$ cat config.mk
export PLATFORM = sky130hd
export DESIGN_NAME = qnh_exp2
export DESIGN_NICKNAME = d
export VERILOG_FILES = /design/src/hdl/qnh_pkg.sv /design/src/hdl/qnh_exp2.sv
export SDC_FILE = /design/constraint.sdc
export NUM_CORES = 2
export LEC_CHECK = 0
export BUFFER_PORTS_ARGS = -buffer_cell sky130_fd_sc_hd__buf_2
export CORE_MARGIN = 2
export CORE_UTILIZATION = 42
export CTS_BUF_LIST = sky130_fd_sc_hd__clkbuf_8 sky130_fd_sc_hd__clkbuf_16
export CTS_CLUSTER_DIAMETER = 100
export DETAILED_ROUTE_END_ITERATION = 10
export GPL_TIMING_DRIVEN = 0
export SYNTH_ARGS = -nofsm -noshare
export SYNTH_HDL_FRONTEND = slang
export SYNTH_SLANG_ARGS = --single-unit
export TNS_END_PERCENT = 5
$ cat constraint.sdc
create_clock -name clk -period 11.2 [get_ports clk]
set_clock_uncertainty 0.2 [all_clocks]
set_input_delay 1.68 -clock clk [delete_from_list [all_inputs] [get_ports clk]]
set_output_delay 1.68 -clock clk [all_outputs]
set_load 0.02 [all_outputs]
$ cat src/hdl/qnh_pkg.sv
`default_nettype none
package qnh_pkg;

    localparam int TABLE_INDEX_BITS_DEF = 6;
    localparam logic signed [63:0] A_Q24  = 64'sd3192087;
    localparam logic signed [63:0] B_Q24  = 64'sd88178991;
    localparam logic signed [63:0] LT_Q40 = 64'sd24802410;
    localparam logic [16:0] P0_PA   = 17'd101325;
    localparam logic [17:0] QNH_MAX = 18'd262143;

    // 2^(2^-j) in Q30, j = 1..10
    function automatic logic [63:0] root_chain(input int j);
        logic [63:0] r;
        begin
            case (j)
                1: r = 64'd1518500250;
                2: r = 64'd1276901417;
                3: r = 64'd1170923762;
                4: r = 64'd1121280436;
                5: r = 64'd1097253708;
                6: r = 64'd1085434106;
                7: r = 64'd1079572136;
                8: r = 64'd1076653033;
                9: r = 64'd1075196443;
                default: r = 64'd1074468888;
            endcase
            return r;
        end
    endfunction

    // log rom entry: log2(1+i/2^k) in q24
    function automatic logic signed [31:0] rom_log(input int k, input int i);
        logic [63:0] y;
        logic [31:0] r;
        begin
            y = (64'd1 << 30) + (64'(i) << (30 - k));
            r = '0;
            if (y >= (64'd2 << 30))
            begin
                r = 32'd1 << 24;
            end
            else
            begin
                for (int b = 23; b >= 0; b--)
                begin
                    y = (y * y) >> 30;
                    if (y >= (64'd2 << 30))
                    begin
                        r[b] = 1'b1;
                        y = y >> 1;
                    end
                end
            end
            return signed'(r);
        end
    endfunction

    // exp rom entry: 2^(i/2^k) in q24
    function automatic logic [31:0] rom_exp(input int k, input int i);
        logic [63:0] prod;
        begin
            prod = 64'd1 << 30;
            if (i >= (1 << k))
            begin
                prod = 64'd1 << 31;
            end
            else
            begin
                for (int j = 1; j <= k; j++)
                begin
                    if (((i >> (k - j)) & 1) != 0)
                    begin
                        prod = (prod * root_chain(j)) >> 30;
                    end
                end
            end
            return 32'((prod + 64'd32) >> 6);
        end
    endfunction

    // floor shift right
    function automatic logic signed [63:0] sra64(input logic signed [63:0] v, input int s);
        begin
            return v >>> s;
        end
    endfunction

endpackage
`default_nettype wire

$ cat src/hdl/qnh_exp2.sv
`default_nettype none
// two-stage exp2: table read, then interpolation; mantissa q24 in [1,2], exponent k
module qnh_exp2 #(
    parameter int TABLE_INDEX_BITS = qnh_pkg::TABLE_INDEX_BITS_DEF
) (
    input  wire logic               clk,
    input  wire logic signed [39:0] t,
    output logic             [25:0] mant,
    output logic signed      [15:0] k
);
    import qnh_pkg::*;

    localparam int K = TABLE_INDEX_BITS;
    localparam int REM_BITS = 24 - K;
    localparam int N = (1 << K) + 1;

    logic [31:0] exp_tab [N];
    always_comb
    begin
        for (int i = 0; i < N; i++)
        begin
            exp_tab[i] = rom_exp(K, i);
        end
    end

    logic [23:0] f;
    logic [K:0] idx;
    assign f = t[23:0];
    assign idx = {1'b0, f[23:REM_BITS]};

    logic signed [15:0] k_reg;
    logic [31:0] lo_reg;
    logic [31:0] dlt_reg;
    logic [REM_BITS-1:0] rem_reg;
    always_ff @(posedge clk)
    begin
        k_reg   <= 16'(t >>> 24);
        lo_reg  <= exp_tab[idx];
        dlt_reg <= exp_tab[idx + 1'b1] - exp_tab[idx];
        rem_reg <= f[REM_BITS-1:0];
    end

    logic [63:0] prod;
    assign prod = 64'(dlt_reg) * 64'(rem_reg);

    always_ff @(posedge clk)
    begin
        k    <= k_reg;
        mant <= 26'(lo_reg + 32'(prod >> REM_BITS));
    end
endmodule
`default_nettype wire

---- Yosys cells after proc, flatten, opt, wreduce, memory -nomap -nowiden ----
Memory sizes are Yosys's and may differ from the RTL's.
Index checks and enable logic that the tools add are counted.
operators by class
  add/subtract/negate cells ............... 3
  multipliers ............................. 1
  $lt $le $gt $ge ......................... 2
  multiplexer cells ....................... 4
  bitwise operators ....................... 2
operators with widths
  cell                   count
  $mux W32               4
  $mul A32 B18 Y44       1
  $sub A32 B32 Y32       1
  $add A26 B26 Y26       1
  $ge A8 B8 Y1 const B   2
  $not A6 Y8             1
  $not A7 Y8             1
  $add A6 B1 Y7 const B  1
storage, ports and cells
  register bits ........................... 134
  memory bits (read-only) ................. 8192
  bits of input ports ..................... 41
  logic and storage cells ................. 20
  memories ................................ 2
memory list
  memory           words  width  rd ports  clocked after memory_dff  wr ports  RTL line        RTL
  (no name shown)  128    32     1         0                         0         qnh_exp2.sv:39  dlt_reg <= exp_tab[idx + 1'b1] - exp_tab[idx];
  (no name shown)  128    32     1         0                         0         qnh_exp2.sv:38  lo_reg <= exp_tab[idx];

---- Logic depth before layout (Yosys ltp) ----
  depth after elaboration ................. 6
  depth in mapped cells ................... 40

---- Least setup slack after synthesis ----
Ideal clock, no wire load.
  path kind ............................... reg2reg
  start point ............................. register dlt_reg[12]
  end point ............................... register mant[25]
  arrival time ............................ 8258 ps
  required time ........................... 10879 ps
  slack ................................... 2621 ps
  cell stages (with the launch flop) ...... 37
  buffers on the path ..................... 2
  cell sequence ........................... dfxtp_1 > clkbuf_1 > clkbuf_1 > nand2_1 > fa_1 > inv_1 > fa_1 > fa_1 > fa_1 > fa_1 > inv_1 > fa_1 > inv_1 > ha_1 > nand3_1 > nand3_1 > a221oi_2 > a41oi_2 > and2_1 > o21a_1 > o21a_1 > o21a_1 > nor2_1 > xnor2_1 > ha_1 > a2111oi_2 > a21oi_1 > nand2_1 > a31o_1 > a311oi_1 > o21a_1 > o21a_1 > o221a_1 > o22a_1 > mux2i_1 > nand4_1 > xnor2_1
between the ends
  cells in the longest elaborated chain, start to end .. 2
ends and longest elaborated chain
  item                    RTL line        RTL
  from (decl)             qnh_exp2.sv:33  logic [31:0] dlt_reg;
  from (signal assigned)  qnh_exp2.sv:39
  $mul A32 B18 Y44        qnh_exp2.sv:44  assign prod = 64'(dlt_reg) * 64'(rem_reg);
  $add A26 B26 Y26        qnh_exp2.sv:49  mant <= 26'(lo_reg + 32'(prod >> REM_BITS));
  to (signal assigned)    qnh_exp2.sv:49
  to (decl)               qnh_exp2.sv:8   output logic [25:0] mant,
No other way between the ends.

---- Final worst setup path ----
  start point ............................. register rem_reg[15]
  end point ............................... register mant[25]
between the ends
  cells in the longest elaborated chain, start to end .. 2
ends and longest elaborated chain
  item                    RTL line        RTL
  from (decl)             qnh_exp2.sv:34  logic [REM_BITS-1:0] rem_reg;
  from (signal assigned)  qnh_exp2.sv:40  rem_reg <= f[REM_BITS-1:0];
  $mul A32 B18 Y44        qnh_exp2.sv:44
  $add A26 B26 Y26        qnh_exp2.sv:49
No other way between the ends.

==> flow_summary.toml <==
[yosys]
synthDistinctLibCells = 82
ys_top_cells_by_count = "inv_1 (586), nand2_1 (509), fa_1 (469)"
syn_inst = 3160
synth_top_cell_area_share = 0.363
synth_area_um2 = 25900
synth_top_cell_by_area = "fa_1"
ys_seq_elements = 132
syn_avg_cell_area_um2 = 8.19
synthArstFlopShare = 0
ys_seq_area_frac = 0.102
syn_nets = 3851
synthTopCellsByArea = "fa_1 (36%), dfxtp_1 (10%), ha_1 (8.8%)"
synth-edff-count = 0
ys.flop_type = "dfxtp_1"
yosysWarnings = 0
yosysMostFrequentCell = "inv_1"

[finish]
syn_to_final_growth_pct = 7.65
drive_gt1_frac = 0.0431
final_nets = 3951
n_fill_cell = 6170
seqCellArea_um2 = 2640
multi_input_area_um2 = 20300
design_area_um2 = 27900
final_core_util = 0.460

[global_route]
grt_pass1_vias = 23400
gr-total-overflow = 0
antenna_found_initial = 3
grt_pass1_wl_mm = 143
grt.total_usage = 0.300
grt_start_max_net_pins = 25

[route]
met3WireLength_mm = 7.74
vias_per_cell = 5.60
vias = 22700
antenna_left = 0
wire_per_inst_um = 22.8
first_pass_iters = 6
totalWireLength_mm = 92.6
drt_iter0_drc = 2330
drc = 0
m1WireLength_mm = 36.6
highest_layer = "met5"
wl_met2_mm = 43.2

[worst_setup_path]
r2r_start = "rem_reg[15]"
end_kind = "flip-flop"
crit_arrival_ns = 10.61
critPathBufInv = 3
cp_max_fo = 10
critPathKind = "flip-flop to flip-flop"
critPathTopFamily = "adder cells"
critical_path.slowest_cell = "clkbuf_1"
worstSetupStartpointType = "flip-flop"
crit_top_cell = "fa_1"
cp-startpoint = "rem_reg[15]"
cpPeakStageDelay_ns = 0.63
required_ns = 11.34

[clock_tree]
cts.sinks = 132
h-tree-depth = 4
clock_path_buffers = 2
cts_made_buffers = 17
cts-hold-fix-buffers = 0
cts.reportedPaths.clkPinSlew_ns = 0.09
cts_resized = 0
post-cts-setup-buffers = 0
cts_root_buffer = "clkbuf_16"
clkLatencyLatePin_ns = 0.47
cts_tree = "yes"

[sta]
drv_slew = 0
fin_crit_sh = 0.935
grt_setup_unrepaired = "false"
slew_headroom = 0.0540
maxClockFrequency_mhz = 95.5
fin_crit_ns = 10.47
setup_violations = 0
fin_setup_tns_ns = 0
tightest_slew_ns = 1.42
finalHoldViolCount = 0
whs_ns = 0.126

[floorplanning]
rows = 90
die_w_um = 252
die_h_um = 252
dieArea_um2 = 63600
num_io_pins = 83
start_util = 0.427
core_um2 = 60600

[place]
dpl.hpwl_mm = 73.9
routabilityCongestion = 1.02
numPortBuffers = 81
dpl_cell_area_um2 = 27300

[worst_hold_path]
min_from = "k_reg[8]"
hp-class = "flip-flop to flip-flop"

[run]
drv_cap = 0

[run_status]
status = "finished clean"
per-stage QoR:
| step | cells | worst slack [ns] |
|---|---|---|
| floorplan | 3160 | 2.62 |
| global placement | 4023 | 0.870 |
| detailed placement | 4023 | 0.837 |
| CTS | 4055 | 0.810 |
| global route | 4055 | 0.174 |
| finish | 4056 | 0.731 |
metal layers:
| metal | global-route usage | vias up |
|---|---|---|
| met3 | 0.0532 | 264 |
| met1 | 0.384 | 11200 |
| met5 | 0 | - |
| met4 | 0.147 | 2 |
| li1 | - | 10000 |
| met2 | 0.490 | 1170 |
cell usage in the layout, fill, tap and decap left out, types with 84 or more instances in the layout:
master,n
a21oi_1,144
and2_1,177
buf_2,84
clkbuf_1,176
dfxtp_1,132
fa_1,469
ha_1,181
inv_1,586
nand2_1,509
nor2_1,170
worst paths after layout:
path | end | slack, ns | cells after the start
min reg2reg | k[8] | 0.13 | 0
min | k[8] | 0.13 | 0
max | mant[25] | 0.73 | 34
max reg2reg | mant[25] | 0.73 | 34
final cells by class:
| type | instances | area share |
|---|---|---|
| Multi-Input combinational cell | 2241 | 0.728 |
| Inverter | 592 | 0.0798 |
| Timing Repair Buffer | 81 | 0.0146 |
| Sequential cell | 132 | 0.0949 |
| Clock buffer | 17 | 0.0153 |
| Tap cell | 782 | 0.0351 |
| Buffer | 195 | 0.0264 |
| Clock inverter | 15 | 0.00597 |
| Antenna cell | 1 | 0.0000898 |
cell families (layout without fill, tap and decap cells):
kind of cell,Yosys count,after routing,share of synthesized area
flip-flops,132,132,0.102
XOR/XNOR,81,81,0.0274
multiplexers,13,13,0.00600
buffers and inverters,787,900,0.114
adder cells (fa/ha/maj),652,652,0.451
AO/OA/AOI/OAI,467,467,0.119
other,0,1,0
AND/OR/NAND/NOR,1028,1028,0.179
Power is left out: the tool's default activity adds up to more than one toggle a clock period on the data nets, which glitch-free logic cannot reach.
