`src/hdl/qnh_pkg.sv`:
```
`default_nettype none
package qnh_pkg;

    localparam int TABLE_INDEX_BITS_DEF = 6;
    localparam logic signed [63:0] A_Q24  = 64'sd3192087;
    localparam logic signed [63:0] B_Q24  = 64'sd88178991;
    localparam logic signed [63:0] LT_Q40 = 64'sd24802410;
    localparam logic [16:0] P0_PA   = 17'd101325;
    localparam logic [17:0] QNH_MAX = 18'd262143;

    // 2^(2^-j) in Q30, j = 1..10
    function automatic logic [63:0] root_chain(input int j);
        logic [63:0] r;
        begin
            case (j)
                1: r = 64'd1518500250;
                2: r = 64'd1276901417;
                3: r = 64'd1170923762;
                4: r = 64'd1121280436;
                5: r = 64'd1097253708;
                6: r = 64'd1085434106;
                7: r = 64'd1079572136;
                8: r = 64'd1076653033;
                9: r = 64'd1075196443;
                default: r = 64'd1074468888;
            endcase
            return r;
        end
    endfunction

    // log rom entry: log2(1+i/2^k) in q24
    function automatic logic signed [31:0] rom_log(input int k, input int i);
        logic [63:0] y;
        logic [31:0] r;
        begin
            y = (64'd1 << 30) + (64'(i) << (30 - k));
            r = '0;
            if (y >= (64'd2 << 30))
            begin
                r = 32'd1 << 24;
            end
            else
            begin
                for (int b = 23; b >= 0; b--)
                begin
                    y = (y * y) >> 30;
                    if (y >= (64'd2 << 30))
                    begin
                        r[b] = 1'b1;
                        y = y >> 1;
                    end
                end
            end
            return signed'(r);
        end
    endfunction

    // exp rom entry: 2^(i/2^k) in q24
    function automatic logic [31:0] rom_exp(input int k, input int i);
        logic [63:0] prod;
        begin
            prod = 64'd1 << 30;
            if (i >= (1 << k))
            begin
                prod = 64'd1 << 31;
            end
            else
            begin
                for (int j = 1; j <= k; j++)
                begin
                    if (((i >> (k - j)) & 1) != 0)
                    begin
                        prod = (prod * root_chain(j)) >> 30;
                    end
                end
            end
            return 32'((prod + 64'd32) >> 6);
        end
    endfunction

    // floor shift right
    function automatic logic signed [63:0] sra64(input logic signed [63:0] v, input int s);
        begin
            return v >>> s;
        end
    endfunction

endpackage
`default_nettype wire

```
`src/hdl/qnh_log2.sv`:
```
`default_nettype none
// two-stage log2 in q24: leading-one search and table read, then interpolation
module qnh_log2 #(
    parameter int TABLE_INDEX_BITS = qnh_pkg::TABLE_INDEX_BITS_DEF
) (
    input  wire logic               clk,
    input  wire logic        [39:0] v,
    output logic signed [31:0]      lg
);
    import qnh_pkg::*;

    localparam int K = TABLE_INDEX_BITS;
    localparam int REM_BITS = 24 - K;
    localparam int N = (1 << K) + 1;

    logic signed [31:0] log_tab [N];
    always_comb
    begin
        for (int i = 0; i < N; i++)
        begin
            log_tab[i] = rom_log(K, i);
        end
    end

    logic [5:0] e;
    logic [23:0] f;
    logic [63:0] sh;
    logic [K:0] idx;
    always_comb
    begin
        e = '0;
        for (int i = 1; i < 40; i++)
        begin
            if (v[i])
            begin
                e = 6'(i);
            end
        end
        sh = ({24'd0, v} << 24) >> e;
        f = sh[23:0];
        idx = {1'b0, f[23:REM_BITS]};
    end

    logic [5:0] e_reg;
    logic signed [31:0] lo_reg;
    logic signed [31:0] dlt_reg;
    logic [REM_BITS-1:0] rem_reg;
    always_ff @(posedge clk)
    begin
        e_reg   <= e;
        lo_reg  <= log_tab[idx];
        dlt_reg <= log_tab[idx + 1'b1] - log_tab[idx];
        rem_reg <= f[REM_BITS-1:0];
    end

    logic signed [63:0] prod;
    always_comb
    begin
        prod = 64'(dlt_reg) * signed'({1'b0, rem_reg});
    end

    always_ff @(posedge clk)
    begin
        lg <= 32'({e_reg, 24'd0}) + lo_reg + 32'(prod >>> REM_BITS);
    end
endmodule
`default_nettype wire

```
`config.mk`:
```
export PLATFORM = sky130hd
export DESIGN_NAME = qnh_log2
export DESIGN_NICKNAME = d
export VERILOG_FILES = /design/src/hdl/qnh_pkg.sv /design/src/hdl/qnh_log2.sv
export SDC_FILE = /design/constraint.sdc
export NUM_CORES = 2
export LEC_CHECK = 0
export ABC_AREA = 1
export BUFFER_PORTS_ARGS = -buffer_cell sky130_fd_sc_hd__clkbuf_2
export CAP_MARGIN = 20
export CELL_PAD_IN_SITES_DETAIL_PLACEMENT = 1
export CELL_PAD_IN_SITES_GLOBAL_PLACEMENT = 1
export CORE_MARGIN = 2
export CORE_UTILIZATION = 33
export DETAILED_ROUTE_END_ITERATION = 10
export PLACE_DENSITY = 0.6
export SYNTH_ARGS = -nofsm -noshare
export SYNTH_HDL_FRONTEND = slang
export SYNTH_SLANG_ARGS = --single-unit
export TNS_END_PERCENT = 1
```
`constraint.sdc`:
```
create_clock -name clk -period 9.6 [get_ports clk]
set_clock_uncertainty 0.2 [all_clocks]
set_input_delay 1.44 -clock clk [delete_from_list [all_inputs] [get_ports clk]]
set_output_delay 1.44 -clock clk [all_outputs]
set_load 0.01 [all_outputs]
```
# Yosys cells after proc, flatten, opt, wreduce, memory -nomap -nowiden
# Memory sizes are Yosys's and may differ from the RTL's.
# Cells that the tools add are included.
word_totals:
  ff_bits: 120
  mem_bits_ro: 8192
  mem_count: 2
op_classes:
  addsub: 4
  n_mul: 1
  n_lt_le_gt_ge: 2
  n_shift: 1
  n_mux: 43
  bitwise_logic: 2
memory_table:
  columns: ["name", "words", "width", "read_ports", "rd_clocked_by_memory_dff", "write_ports", "line_no", "text"]
  rows:
  - ["(no name shown)", 128, 32, 1, 0, 0, "qnh_log2.sv:52", "dlt_reg <= log_tab[idx + 1'b1] - log_tab[idx];"]
  - ["(no name shown)", 128, 32, 1, 0, 0, "qnh_log2.sv:52", null]
op_table:
  columns: ["cell", "n"]
  rows:
  - ["$mux 6", 37]
  - ["$mux 32", 4]
  - ["$shr 64x6->24", 1]
  - ["$mul 32x19->50", 1]
  - ["$add 30x32->32", 1]
  - ["$add 32x32->32", 1]
  - ["$sub 32x32->32", 1]
  - ["$ge 8x8->1 const B", 2]
  - ["$not 6->8", 1]
  - ["$not 7->8", 1]
  - ["$add 6x1->7 const B", 1]
  - ["$mux 2", 1]
  - ["$mux 1", 1]

# Longest topological paths before layout
depth:
  ltp_word: 46
  ltp_mapped: 86

# Least setup slack after synthesis
# No wires, ideal clock.
synth_timing:
  path_kind: "input port to flip-flop"
  start: "in v[2]"
  end: "reg dlt_reg[24]"
  setup_time_ns: 0.127
  arrival_ns: 9.460
  required_ns: 9.273
  slack_ns: -0.187
  cell_stages: 84
  path_cell_list: "inv_1 nand2_1 nand2_1 nand2_1 nand2_1 nand2_1 nand2_1 nand2_1 nand2_1 nand2_1 nand2_1 nand2_1 nand2_1 nand2_1 nand2_1 nand2_1 nand2_1 nand2_1 (+48 left out) inv_1 a21oi_1 o21ai_0 a31oi_1 inv_1 a21oi_1 o21bai_1 a21oi_1 o21ai_0 a21oi_1 o21ai_0 a21oi_1 o21ai_0 a21oi_1 o21bai_1 a21oi_1 o21bai_1 xnor2_1"
synth_between:
  elab_chain_len: 45
synth_rtl:
  columns: ["item", "line_no", "text"]
  rows:
  - ["start: declaration", "qnh_log2.sv:7", "input wire logic [39:0] v,"]
  - ["$mux 2", "qnh_log2.sv:34", "if (v[i])"]
  - ["$mux 6 (37 in a row)", "qnh_log2.sv:34", null]
  - ["$shr 64x6->24 *", "qnh_log2.sv:39", "sh = ({24'd0, v} << 24) >> e;"]
  - ["$add 6x1->7", "qnh_log2.sv:52", null]
  - ["$not 7->8 (not written as such)", "qnh_log2.sv:52", null]
  - ["$mem_v2 128x32", null, null]
  - ["$mux 32 (not written as such) (2 in a row)", "qnh_log2.sv:52", null]
  - ["$sub 32x32->32 *", "qnh_log2.sv:52", null]
  - ["end signal: assignment", "qnh_log2.sv:52", null]
  - ["end: declaration", "qnh_log2.sv:46", "logic signed [31:0] dlt_reg;"]
# Every way passes the cells marked *; elsewhere a longest branch is shown, timed or not. The select of a mux whose other input is x is not followed.

# Final worst setup path
layout_timing:
  start: "reg dlt_reg[9]"
  end: "reg lg[30]"
layout_between:
  elab_chain_len: 2
layout_rtl:
  columns: ["item", "line_no", "text"]
  rows:
  - ["$mul 32x19->50", "qnh_log2.sv:59", "prod = 64'(dlt_reg) * signed'({1'b0, rem_reg});"]
  - ["$add 32x32->32", "qnh_log2.sv:64", "lg <= 32'({e_reg, 24'd0}) + lo_reg + 32'(prod >>> REM_BITS);"]
  - ["end signal: assignment", "qnh_log2.sv:64", null]
  - ["end: declaration", "qnh_log2.sv:8", "output logic signed [31:0] lg"]
# Every way passes these cells.

==> flow_summary.yaml <==
yosys:
  syn_nets: 5084
  yosysTopAreaCellShare_pct: 36.1
  yosys_register_bits: 112
  synth_top_family_by_area: "adder cells"
  synthDistinctLibCells: 50
  synth.area.mux_share_pct: 0.0327
  yosysSeqAreaShare_pct: 7.31
  synth.largest_area_cell: "fa_1"
  syn_avg_cell_area_um2: 7.14
  synth-edff-count: 0
  ys_top_cells_by_area: "fa_1, nand2_1, inv_1"
  yosys.area_share.simple_pct: 22.9
  netlist_area_um2: 30700
  synthAdderAreaFrac_pct: 44.1
  async_flop_share_pct: 0
  synth_flop_cell: "dfxtp_1"
  netlist_instances: 4294
  synth_warnings: 0
  synth-compound-area-share_pct: 7.75
  synth-xor-area-share_pct: 2.69
worst_setup_path:
  crit_type: "flop to flop"
  cp-end-kind: "flop"
  required_ns: 9.67
  critical_path.startpoint_type: "flop"
  r2r_slack_ns: 0.13
  critical-path-max-stage-delay_ns: 0.52
  worstPathArrival_ns: 9.53
  crit_top_cell: "inv_1"
  cp_max_fo: 3
  r2r_end: "lg[30]"
  r2r-start: "dlt_reg[9]"
  cp_slowest_cell: "fa_1"
  rr_worst_depth: 53
die:
  die_y_um: 309
  dieArea_um2: 95400
  fp-row-count: 111
  die_w_um: 309
  initial_core_util_pct: 33.4
  io_pins: 73
  core_um2: 91800
timing:
  finalCritPeriodShare_pct: 98.6
  max_freq_mhz: 106
  setup_ws_ns: 0.133
  setup_viol: 0
  slew_viol_final: 0
  tightest_slew_ns: 0.993
  finalCriticalPeriod_ns: 9.47
  maxSlewHeadroom_pct: 33.5
  hold_violations: 0
  grt_setup_unrepaired: "yes"
  fin_tns_setup_ns: 0
route:
  drt_iter0_markers: 1545
  viasPerCell: 4.87
  route.detailed.drc: 0
  wire_per_inst_um: 19.8
  routed_wl_mm: 121
  ant_nets: 0
  vias: 29714
  drtPass1Iterations: 5
final_layout:
  antennaDiodeCount: 0
  final_cells: 6101
  final_net_count: 5643
  drive_above_1_share_pct: 19.7
  num-fill-cells: 11541
  final_cell_mix: "nand2_1, inv_1, buf_4"
  postLayoutCoreUtil_pct: 41.5
  layout_commonest_cell: "nand2_1"
  syn_to_final_growth_pct: 24.2
worst_hold_path:
  hp-start: "lo_reg[0]"
  holdPathEnd: "lg[0]"
  min_path_cells: 1
  hp-class: "flop to flop"
global_route:
  grt_use_total_pct: 25.8
  grt_overflow: 0
  grt_max_degree: 39
  antenna_found_initial: 4
  grt_pass1_wl_mm: 188
  first_global_vias: 31645
cts:
  cts_max_level: 3
  clk-insertion-delay-late_ns: 0.38
  cts_root_buffer: "clkbuf_16"
  cts_tree: "done"
  clock_sink_count: 112
  cts-buffers-inserted: 9
  clkTransAtPathRegs_ns: 0.09
  holdBufCountCts: 0
  max-clock-path-buffers: 2
placed_design:
  io_buffers: 72
  gp_congestion: 0.957
  post-place-ws_ns: -0.837
  hpwl_mm: 104
  place_inst: 6028
run_status:
  status: "finished, final reports clean"
run:
  maxCapViolCount: 0
## Yosys cell counts (7+ instances only)
| cell type | instances |
|---|---|
| nand2_1 | 1140 |
| inv_1 | 998 |
| fa_1 | 553 |
| nand3_1 | 311 |
| ha_1 | 196 |
| nor2_1 | 166 |
| a21oi_1 | 162 |
| o21ai_0 | 138 |
| clkbuf_1 | 137 |
| dfxtp_1 | 112 |
| xor2_1 | 60 |
| o21ai_1 | 38 |
| xnor2_1 | 34 |
| buf_2 | 33 |
| nand4_1 | 22 |
| a31oi_1 | 21 |
| o211ai_1 | 20 |
| buf_1 | 18 |
| a211oi_1 | 11 |
| nor4_1 | 11 |
| nand2_2 | 10 |
| nor3_1 | 9 |
| buf_4 | 7 |
| buf_6 | 7 |
| nand3_2 | 7 |
## routing by layer
layer | GRT usage (%) | vias to the layer above | routed length (um)
met5 | 0 | - | 0
met1 | 35.9 | 15063 | 55900
li1 | - | 13959 | -
met2 | 43.7 | 567 | 57900
met4 | 5.82 | 0 | 2930
met3 | 1.58 | 125 | 4290
## stage by stage
stage | area (um^2) | hold slack [ns]
CTS | 37200 | 0.372
global placement | 36500 | 0.340
global route | 38100 | 0.389
floorplan | 30700 | 0.232
finish | 38100 | 0.364
detailed placement | 36500 | 0.343
## cell type report
cell class / instances / area (um^2) / share of cell area [%]
Multi-Input combinational cell: 2973 / 24500 / 64.5
Timing Repair Buffer: 749 / 5610 / 14.7
Inverter: 1008 / 3790 / 9.96
Sequential cell: 112 / 2250 / 5.92
Tap cell: 1243 / 1560 / 4.09
Clock buffer: 9 / 225 / 0.592
Clock inverter: 7 / 88.8 / 0.233
## kinds of logic after synthesis
family	Yosys count
and+or+nand+nor	1697
buffers and inverters	1210
adders and majority gates	749
AOI/OAI and AO/OA	431
DFF	112
xor gates and xnor gates	94
muxes	1
## what timing repair did
item / in CTS / in global routing
endpoints found under the setup margin: 23 / 29
gates cloned: 0 / 2
pin swaps: 18 / 63
resized for setup: 48 / 163
buffers inserted: 33 / 23
## critical path, delay by kind of cell, from the launching register on
family	cells	cell delay [ns]
adder cells (fa/ha/maj)	8	3.58
AO/OA/AOI/OAI	21	3.04
buffers and inverters	13	1.19
AND/OR/NAND/NOR	9	0.64
flip-flops	1	0.50
XOR/XNOR	2	0.16
## worst max path at each step
stage	cells past startpoint	end	start	slack, ns
after detailed placement	54	lg[31]	rem_reg[1]	-0.84
final	53	lg[30]	dlt_reg[9]	0.13
after CTS	83	dlt_reg[24]	v[2]	-0.20
after floorplan	84	dlt_reg[24]	v[2]	0.006
after global placement	54	lg[31]	rem_reg[1]	-0.66
after global routing	84	dlt_reg[24]	v[2]	-0.52
Power is not shown: default switching activity piles up to over one toggle a cycle in this logic, so the estimate is an artifact.
